--- src/hw/rtl/pdw_pkg.sv ---
// shared types and constants for the pwm divider, wrap and level calculator
`timescale 1ns / 1ps

package pdw_pkg;

  localparam int unsigned DIV_STAGES = 32;

  localparam logic [27:0] CLOCK_RESET = 28'd125000000;
  localparam logic [11:0] DIV16_MIN   = 12'd16;
  localparam logic [11:0] DIV16_MAX   = 12'd4095;
  localparam logic [15:0] WRAP_MAX    = 16'd65535;
  // ceil(2^28 / 45), level over 360 as (product >> 3) * recip >> 28
  localparam logic [22:0] LEVEL_RECIP = 23'd5965233;

  typedef struct packed {
    logic        vld;
    logic [19:0] freq;
    logic [8:0]  duty;
    logic [11:0] div16;
    logic        err;
    logic [15:0] wrap;
  } pdw_sb_t;

endpackage

--- src/hw/rtl/pdw_dly.sv ---
// sideband delay line matching the divider latency
`timescale 1ns / 1ps

module pdw_dly
  import pdw_pkg::*;
(
  input  logic    clk,
  input  logic    rst_n,
  input  logic    en,
  input  pdw_sb_t din,
  output pdw_sb_t dout
);

  pdw_sb_t line_r [DIV_STAGES];

  always_ff @(posedge clk) begin
    if (!rst_n) begin
      for (int i = 0; i < DIV_STAGES; i++) line_r[i] <= '0;
    end else if (en) begin
      line_r[0] <= din;
      for (int i = 1; i < DIV_STAGES; i++) line_r[i] <= line_r[i-1];
    end
  end

  assign dout = line_r[DIV_STAGES-1];

endmodule

--- config.mk ---
export PLATFORM = sky130hd
export DESIGN_NAME = pdw_dly
export DESIGN_NICKNAME = d
export VERILOG_FILES = /design/src/hw/rtl/pdw_pkg.sv /design/src/hw/rtl/pdw_dly.sv
export SDC_FILE = /design/constraint.sdc
export NUM_CORES = 2
export LEC_CHECK = 0
export ABC_AREA = 1
export BUFFER_PORTS_ARGS = -buffer_cell sky130_fd_sc_hd__buf_4
export CORE_MARGIN = 3
export CORE_UTILIZATION = 30
export DETAILED_ROUTE_END_ITERATION = 12
export HOLD_SLACK_MARGIN = 0.06
export PLACE_DENSITY_LB_ADDON = 0.1
export SYNTH_ARGS = -nofsm -noshare
export SYNTH_HDL_FRONTEND = slang
export SYNTH_SLANG_ARGS = --single-unit
--- constraint.sdc ---
create_clock -name clk -period 171.8 [get_ports clk]
set_input_delay 34.36 -clock clk [delete_from_list [all_inputs] [get_ports clk]]
set_output_delay 34.36 -clock clk [all_outputs]
set_load 0.1 [all_outputs]
==> out/results.tsv <==
metric	value	unit
largestRegisters	line_r: 1888 flops	
critPathLaunchType	primary input	
slew_violations	0	
fin_util	34.4	%
worst_path_max_delay_cell	nand2_4	
hold_path.class	register to register	
die_h	497	um
clock_skew	0.0156	ns
relSlewSlack	17.5	%
maxCapViolCount	0	
syn_nets	5997	
critPathBufInv	6	
vias_per_cell	3.57	
synth_area	72400	um2
synthTopCellsByArea	edfxtp_1, inv_1, nor2_1	
final_common_cell	inv_1	
crit_type	primary input to register	
finalCritPeriodShare	22.9	%
final_cells	9362	
r2r_slack	170.99	ns
clk_pin_slew	0.06	ns
cp_common_cell	buf_4	
post_cts_resize_count	0	
core.rowCount	179	
outcome	finished, final reports clean	
worstSkewPairLatency	0.79	ns
wl_per_cell	9.51	um
gr-total-overflow	0	
num_vias	33400	
start_util	30.3	%
yosysUniqueCellTypes	9	
drive_above_1_share	6.49	%
largest_reg_flops	1888	
io_buffers	120	
rsz0062_at_grt	no	
top_register	line_r	
post_cts_buffers	0	
drt_wl_total	89000	um
pin_count	121	
drt_iter0_drc	2312	
grt_pass1_wl	155000	um
cp.arrival	39.67	ns
gp_congestion	0.642	
crit_chain	buf_8, nand2_4, buf_4, buf_4, buf_4, buf_4, buf_4	
antenna_left	0	
fmax	25.5	MHz
p_per_area	12.1	nW/um2
syn_to_final_growth	13.4	%
dp_cells	8987	
critical_path.max_fanout	144	
drtPass1Iterations	6	
crit_path_end_kind	register	
layout_common_cells	inv_1, edfxtp_1, nor2_1, nand2_1, clkbuf_16	
synth_area_leader_cell	edfxtp_1	
cpPeakStageDelay	0.87	ns
track_usage	7.24	%
antenna_found_initial	1	
cts_hold_buf	0	
synth_top_area_share	78.3	%
tns	0	ns
tightest_slew	1.24	ns
seq_area_frac_synth	78.3	%
die_area	247000	um2
hpwl	35800	um
yosys_warnings	0	
avgSynthCellArea	12.2	um2
htreeDepth	4	
synth-seq-cells	1888	
drc_errors	0	
period_needed	39.27	ns
grt_pass1_vias	32600	
p_leak	0.0376	uW
holdWs	0.487	ns
numCtsBuffers	205	
setup_viol	0	
synthCells	5935	
root_buffer	clkbuf_16	
fill_cells	23400	
timing_hold_violations_final	0	
cp_top_family	buffers and inverters	
peakVddDrop	0.00762	mV
tritoncts	done	
nets	6089	
grt_max_degree	244	
dieWidth	497	um
cts_buffer_depth	3	
coreArea	239000	um2
cts.sinks	1888	
critPathRequiredTime	172.20	ns
[cell families (layout without fill, tap and decap cells)]
group,count (synthesis),count (layout),share of synthesized area [%]
AND/OR/NAND/NOR,1890,1890,9.80
buffers and inverters,2157,2416,11.9
flip-flops,1888,1888,78.3
other,0,1,0
[cell usage after synthesis, drive strengths merged]
cell type	instances
inv	1889
edfxtp	1888
nor2	1062
nand2	828
buf	262
clkbuf	6
[tightest hold or removal path, stage by stage (launching register included)]
cell and delay (ns):
edfxtp_1 0.31, nand2_1 0.05, inv_1 0.04
[routing by layer]
layer / share of wire, % / vias up / track usage, %
met5: 0 / - / 0
met4: 3.3 / 0 / 2.91
met3: 4.8 / 227 / 2.19
met2: 44 / 368 / 11.6
met1: 48 / 14800 / 9.10
li1: - / 18000 / -
[layout make-up]
cell class / instances / area [um2] / area share [%]
inverter: 1889 / 7090 / 8.63
clock inverter: 92 / 509 / 0.620
multi-input combinational: 1890 / 7120 / 8.66
antenna: 1 / 2.50 / 0.00304
clock buffer: 282 / 5570 / 6.77
tap: 3167 / 3960 / 4.82
timing repair buffer: 153 / 1240 / 1.51
sequential: 1888 / 56700 / 69.0
[report_power, final]
part	switching [uW]	internal (uW)
combinational	32.8	10.2
sequential	7.15	542
clock	172	229
total	212	781
[final timing paths]
check                                 from                             to  cells past startpoint
max                                  rst_n   line_r[0][387]$_SDFFCE_PN0P_                      7
min          line_r[0][1306]$_SDFFCE_PN0P_  line_r[0][1365]$_SDFFCE_PN0P_                      2
max reg2reg  line_r[0][1027]$_SDFFCE_PN0P_  line_r[0][1086]$_SDFFCE_PN0P_                      2
min reg2reg  line_r[0][1306]$_SDFFCE_PN0P_  line_r[0][1365]$_SDFFCE_PN0P_                      2
[metrics by stage]
step / total power (uW) / area, um2 / setup WS (ns)
CTS: 1020 / 82200 / 132.33
detailed placement: 603 / 76100 / 131.44
floorplan: 638 / 72400 / 93.49
finish: 992 / 82200 / 132.53
global route: 1040 / 82200 / 132.03
global placement: 603 / 76100 / 131.52
No activity file was read; power rests on OpenSTA's default activity.
