$ cat config.mk
export PLATFORM = sky130hd
export DESIGN_NAME = pdw_div
export DESIGN_NICKNAME = d
export VERILOG_FILES = /design/src/hw/rtl/pdw_pkg.sv /design/src/hw/rtl/pdw_div.sv
export SDC_FILE = /design/constraint.sdc
export NUM_CORES = 2
export LEC_CHECK = 0
export BUFFER_PORTS_ARGS = -buffer_cell sky130_fd_sc_hd__buf_2
export CAP_MARGIN = 20
export CORE_UTILIZATION = 35
export DETAILED_ROUTE_END_ITERATION = 16
export GPL_TIMING_DRIVEN = 1
export PLACE_DENSITY = 0.58
export SETUP_SLACK_MARGIN = 0.5
export SLEW_MARGIN = 20
export SYNTH_ARGS = -nofsm -noshare
export SYNTH_HDL_FRONTEND = slang
export SYNTH_SLANG_ARGS = --single-unit
$ cat constraint.sdc
create_clock -name clk -period 3.9 [get_ports clk]
set_input_delay 0.78 -clock clk [delete_from_list [all_inputs] [get_ports clk]]
set_output_delay 0.78 -clock clk [all_outputs]
set_load 0.03 [all_outputs]
$ cat src/hw/rtl/pdw_pkg.sv
// shared types and constants for the pwm divider, wrap and level calculator
`timescale 1ns / 1ps

package pdw_pkg;

  localparam int unsigned DIV_STAGES = 32;

  localparam logic [27:0] CLOCK_RESET = 28'd125000000;
  localparam logic [11:0] DIV16_MIN   = 12'd16;
  localparam logic [11:0] DIV16_MAX   = 12'd4095;
  localparam logic [15:0] WRAP_MAX    = 16'd65535;
  // ceil(2^28 / 45), level over 360 as (product >> 3) * recip >> 28
  localparam logic [22:0] LEVEL_RECIP = 23'd5965233;

  typedef struct packed {
    logic        vld;
    logic [19:0] freq;
    logic [8:0]  duty;
    logic [11:0] div16;
    logic        err;
    logic [15:0] wrap;
  } pdw_sb_t;

endpackage

$ cat src/hw/rtl/pdw_div.sv
// pipelined restoring divider, one quotient bit per stage
`timescale 1ns / 1ps

module pdw_div
  import pdw_pkg::*;
(
  input  logic        clk,
  input  logic        en,
  input  logic [31:0] num,
  input  logic [19:0] den,
  output logic [31:0] quo
);

  logic [19:0] rem_r [DIV_STAGES];
  logic [31:0] n_r   [DIV_STAGES];
  logic [19:0] d_r   [DIV_STAGES];

  for (genvar i = 0; i < DIV_STAGES; i++) begin : g_stage
    logic [19:0] rem_in;
    logic [31:0] n_in;
    logic [19:0] d_in;
    logic [20:0] t;
    logic        ge;
    logic [20:0] diff;

    if (i == 0) begin : g_first
      assign rem_in = '0;
      assign n_in   = num;
      assign d_in   = den;
    end else begin : g_next
      assign rem_in = rem_r[i-1];
      assign n_in   = n_r[i-1];
      assign d_in   = d_r[i-1];
    end

    assign t    = {rem_in, n_in[31]};
    assign ge   = t >= {1'b0, d_in};
    assign diff = t - {1'b0, d_in};

    always_ff @(posedge clk) begin
      if (en) begin
        rem_r[i] <= ge ? diff[19:0] : t[19:0];
        n_r[i]   <= {n_in[30:0], ge};
        d_r[i]   <= d_in;
      end
    end
  end

  assign quo = n_r[DIV_STAGES-1];

endmodule

==> metrics.cfg <==
[cts]
htree_levels=5
clock-sinks=2264
cts_buffers=268
cts_tree=yes
clk_latency_ns=0.89
cts_root_buf=clkbuf_16
cts_buffer_depth=4
clk_pin_slew_worst_paths_ns=0.06

[sta]
rsz0062_at_grt=true
slew_headroom_pct=50.2
tightest_slew_ns=0.747
skew_ns=0.0481
slew_violations=0
setup_tns_ns=0
setup_viol=0
fin_crit_sh_pct=90.6
hold_ws_ns=0.0880
timing.final.ws_setup_ns=0.365
finalHoldViolations=0
fmax_ghz=0.283
post-route-min-period_ns=3.54

[worst_setup_path]
critPathMaxStageDelay_ns=0.43
r2r_start=rem_r[15][0]$_DFFE_PP_
cp.buffers_inverters=2
critPathRequiredTime_ns=4.51
end_kind=flip-flop
cp_top_family=compound AO/OA/AOI/OAI gates
reg2reg_slack_ns=0.36
r2r_end=rem_r[16][14]$_DFFE_PP_
worst_path_max_delay_cell=o41a_1
path_cells=ha_1 -> nor2b_4 -> o31a_1 -> o41ai_4 -> o221ai_2 -> o41a_1 -> o21ai_1 -> nand3_1 -> a311oi_4 -> buf_6 -> buf_12 -> mux2_2
critPathKind=flip-flop to flip-flop
r2r_cells=12
path_max_fanout=6
crit_arrival_ns=4.14
start_kind=flip-flop

[synth]
async_flop_share_pct=0
synth_edf_count=2264
ys_types=87
syn_inst=7978
netlist_top_cells_count=edfxtp_1, inv_1, ha_1
yosys_register_bits=2264
synth.area.top_cells=edfxtp_1, ha_1, inv_1, o21ai_0, mux2_2
syn_area_um2=106000
ys_warn_count=0
synthMostInstantiatedCell=edfxtp_1
postSynthNetCount=8684
netlist.area_leader.share_pct=64.2
synth_ff_type=edfxtp_1
syn-mean-instance-area_um2=13.3
synth-seq-area-share_pct=64.2
yosys.area.top_type=edfxtp_1

[floorplan]
initial_core_util_pct=35.3
ios=86
die_w_um=552
num_rows=201
dieArea_um2=305000
die_h_um=552
core_area_um2=301000

[final_layout]
design.final.nets=9098
drive_above_1_share_pct=12.2
n_fill_cell=27782
seq_area_um2=68000
syn_to_final_growth_pct=15.5
multi_input_area_um2=35200

[routing]
totalWireLength_um=227000
vias=62995
detail-route-antenna-nets=0
drc=0
drtPass1Iterations=6
drt_first_iter_violations=4498
drt-vias-per-instance=5.02
wl_per_cell_um=18.1

[pwr]
powerDensity_nw_per_um2=803
max-vdd-ir-drop_mv=0.424
power.leakage_nw=47.3

[run_status]
outcome=complete, no violations

[grt]
grt_pass1_wl_um=354000
grt_max_degree=112
grtUsageTotal_pct=14.5
grt_pass1_vias=62394
antenna_found_initial=8
grt_remaining_overflow=0

[run]
drv_cap=0

[place]
pre_cts_slack_ns=0.190
port_buffers=85
dp_hpwl_um=161000
routabilityCongestion=0.866

[min_path]
holdPathEnd=n_r[0][11]$_DFFE_PP_
min_from=num[10]
worstHoldPathCells=1
hold_path_class=input pin to flip-flop

-- flip-flops by register name (all words and copies together) (netlist names) --
signal and flops:
n_r 1024, rem_r 620, d_r 620
-- kinds of logic (layout without fill, tap and decap cells) --
kind of cell	count (synthesis)	after routing	synth area share, %
compound gates	1788	1788	10.8
xor+xnor	444	444	3.67
fa+ha+maj	652	652	7.91
buf+inv	931	1551	3.36
flops	2264	2264	64.2
mux	264	264	2.80
other cells	0	2	0
simple gates	1635	1635	7.32
-- layout make-up --
| cell class | count | area share (%) |
|---|---|---|
| Antenna cell | 2 | 0.00409 |
| Clock buffer | 311 | 5.65 |
| Clock inverter | 165 | 1.38 |
| Inverter | 783 | 2.41 |
| Multi-Input combinational cell | 4783 | 28.7 |
| Sequential cell | 2264 | 55.6 |
| Tap cell | 3958 | 4.05 |
| Timing Repair Buffer | 292 | 2.21 |
-- how the worst max path moves through the flow --
| stage | from | endpoint | slack [ns] | cells past startpoint |
|---|---|---|---|---|
| 6_report | rem_r[15][0]$_DFFE_PP_ | rem_r[16][14]$_DFFE_PP_ | 0.36 | 12 |
| 5_1_grt | rem_r[15][0]$_DFFE_PP_ | rem_r[16][14]$_DFFE_PP_ | 0.20 | 12 |
| 4_1_cts | rem_r[15][0]$_DFFE_PP_ | rem_r[16][14]$_DFFE_PP_ | 0.38 | 12 |
| 3_5_place_dp | d_r[1][1]$_DFFE_PP_ | rem_r[2][12]$_DFFE_PP_ | 0.19 | 12 |
| 3_3_place_gp | d_r[1][1]$_DFFE_PP_ | rem_r[2][4]$_DFFE_PP_ | 0.21 | 12 |
| 2_1_floorplan | d_r[15][1]$_DFFE_PP_ | rem_r[16][10]$_DFFE_PP_ | 0.64 | 12 |
-- layer usage --
layer  part of all wire, %  vias to the layer above  global-route usage [%]  wire (um)
li1                      -                    30528                       -          -
met5                     0                        -                       0          0
met2                    48                     1358                    24.2     108000
met4                   2.9                        0                    4.60       6530
met3                   4.2                      411                    1.86       9470
met1                    45                    30698                    19.5     103000
-- per-stage QoR --
step	util [%]	total power, mW	instance area, um^2	cells
3_5_place_dp	37.4	72.3	112000	12011
2_1_floorplan	-	62.2	106000	7978
6_report	40.7	98.3	122000	12558
5_1_grt	40.7	105	122000	12558
3_3_place_gp	37.4	71.8	112000	12011
4_1_cts	40.4	98.2	121000	12512
-- layout by cell type, fill, tap and decap left out, drive strengths merged, types with 105 or more instances in the layout --
| cell type | n |
|---|---|
| a21o | 219 |
| xor2 | 183 |
| nor2b | 106 |
| a21oi | 427 |
| ha | 622 |
| xnor2 | 261 |
| buf | 284 |
| mux2 | 226 |
| nand3 | 105 |
| clkinv | 112 |
| clkbuf | 315 |
| inv | 796 |
| nand2 | 540 |
| edfxtp | 2264 |
| o21ai | 526 |
| nor3 | 124 |
| nor2 | 394 |
-- report_power, final --
part           internal (mW)  total (mW)  switching (mW)
Clock                   14.3        24.5            10.2
Sequential              33.8        36.9            3.09
Combinational           16.6        36.9            20.3
Total                   64.7        98.3            33.6
-- worst reg2reg max path: cells and delay by family, from the launching register on --
family / cells / cell delay [ns]
mux: 1 / 0.34
fa+ha+maj: 1 / 0.32
compound gates: 6 / 1.66
buf+inv: 2 / 0.29
simple gates: 2 / 0.26
flops: 1 / 0.39
-- what timing repair did --
action	CTS	global route
endpoints found under the setup margin	197	326
resized for setup	48	119
hold buffers	3	0
endpoints found under the hold margin	3	0
setup buffers	18	38
pin swaps	8	29
cloned	4	6
Power figures use the tool's default switching activity.
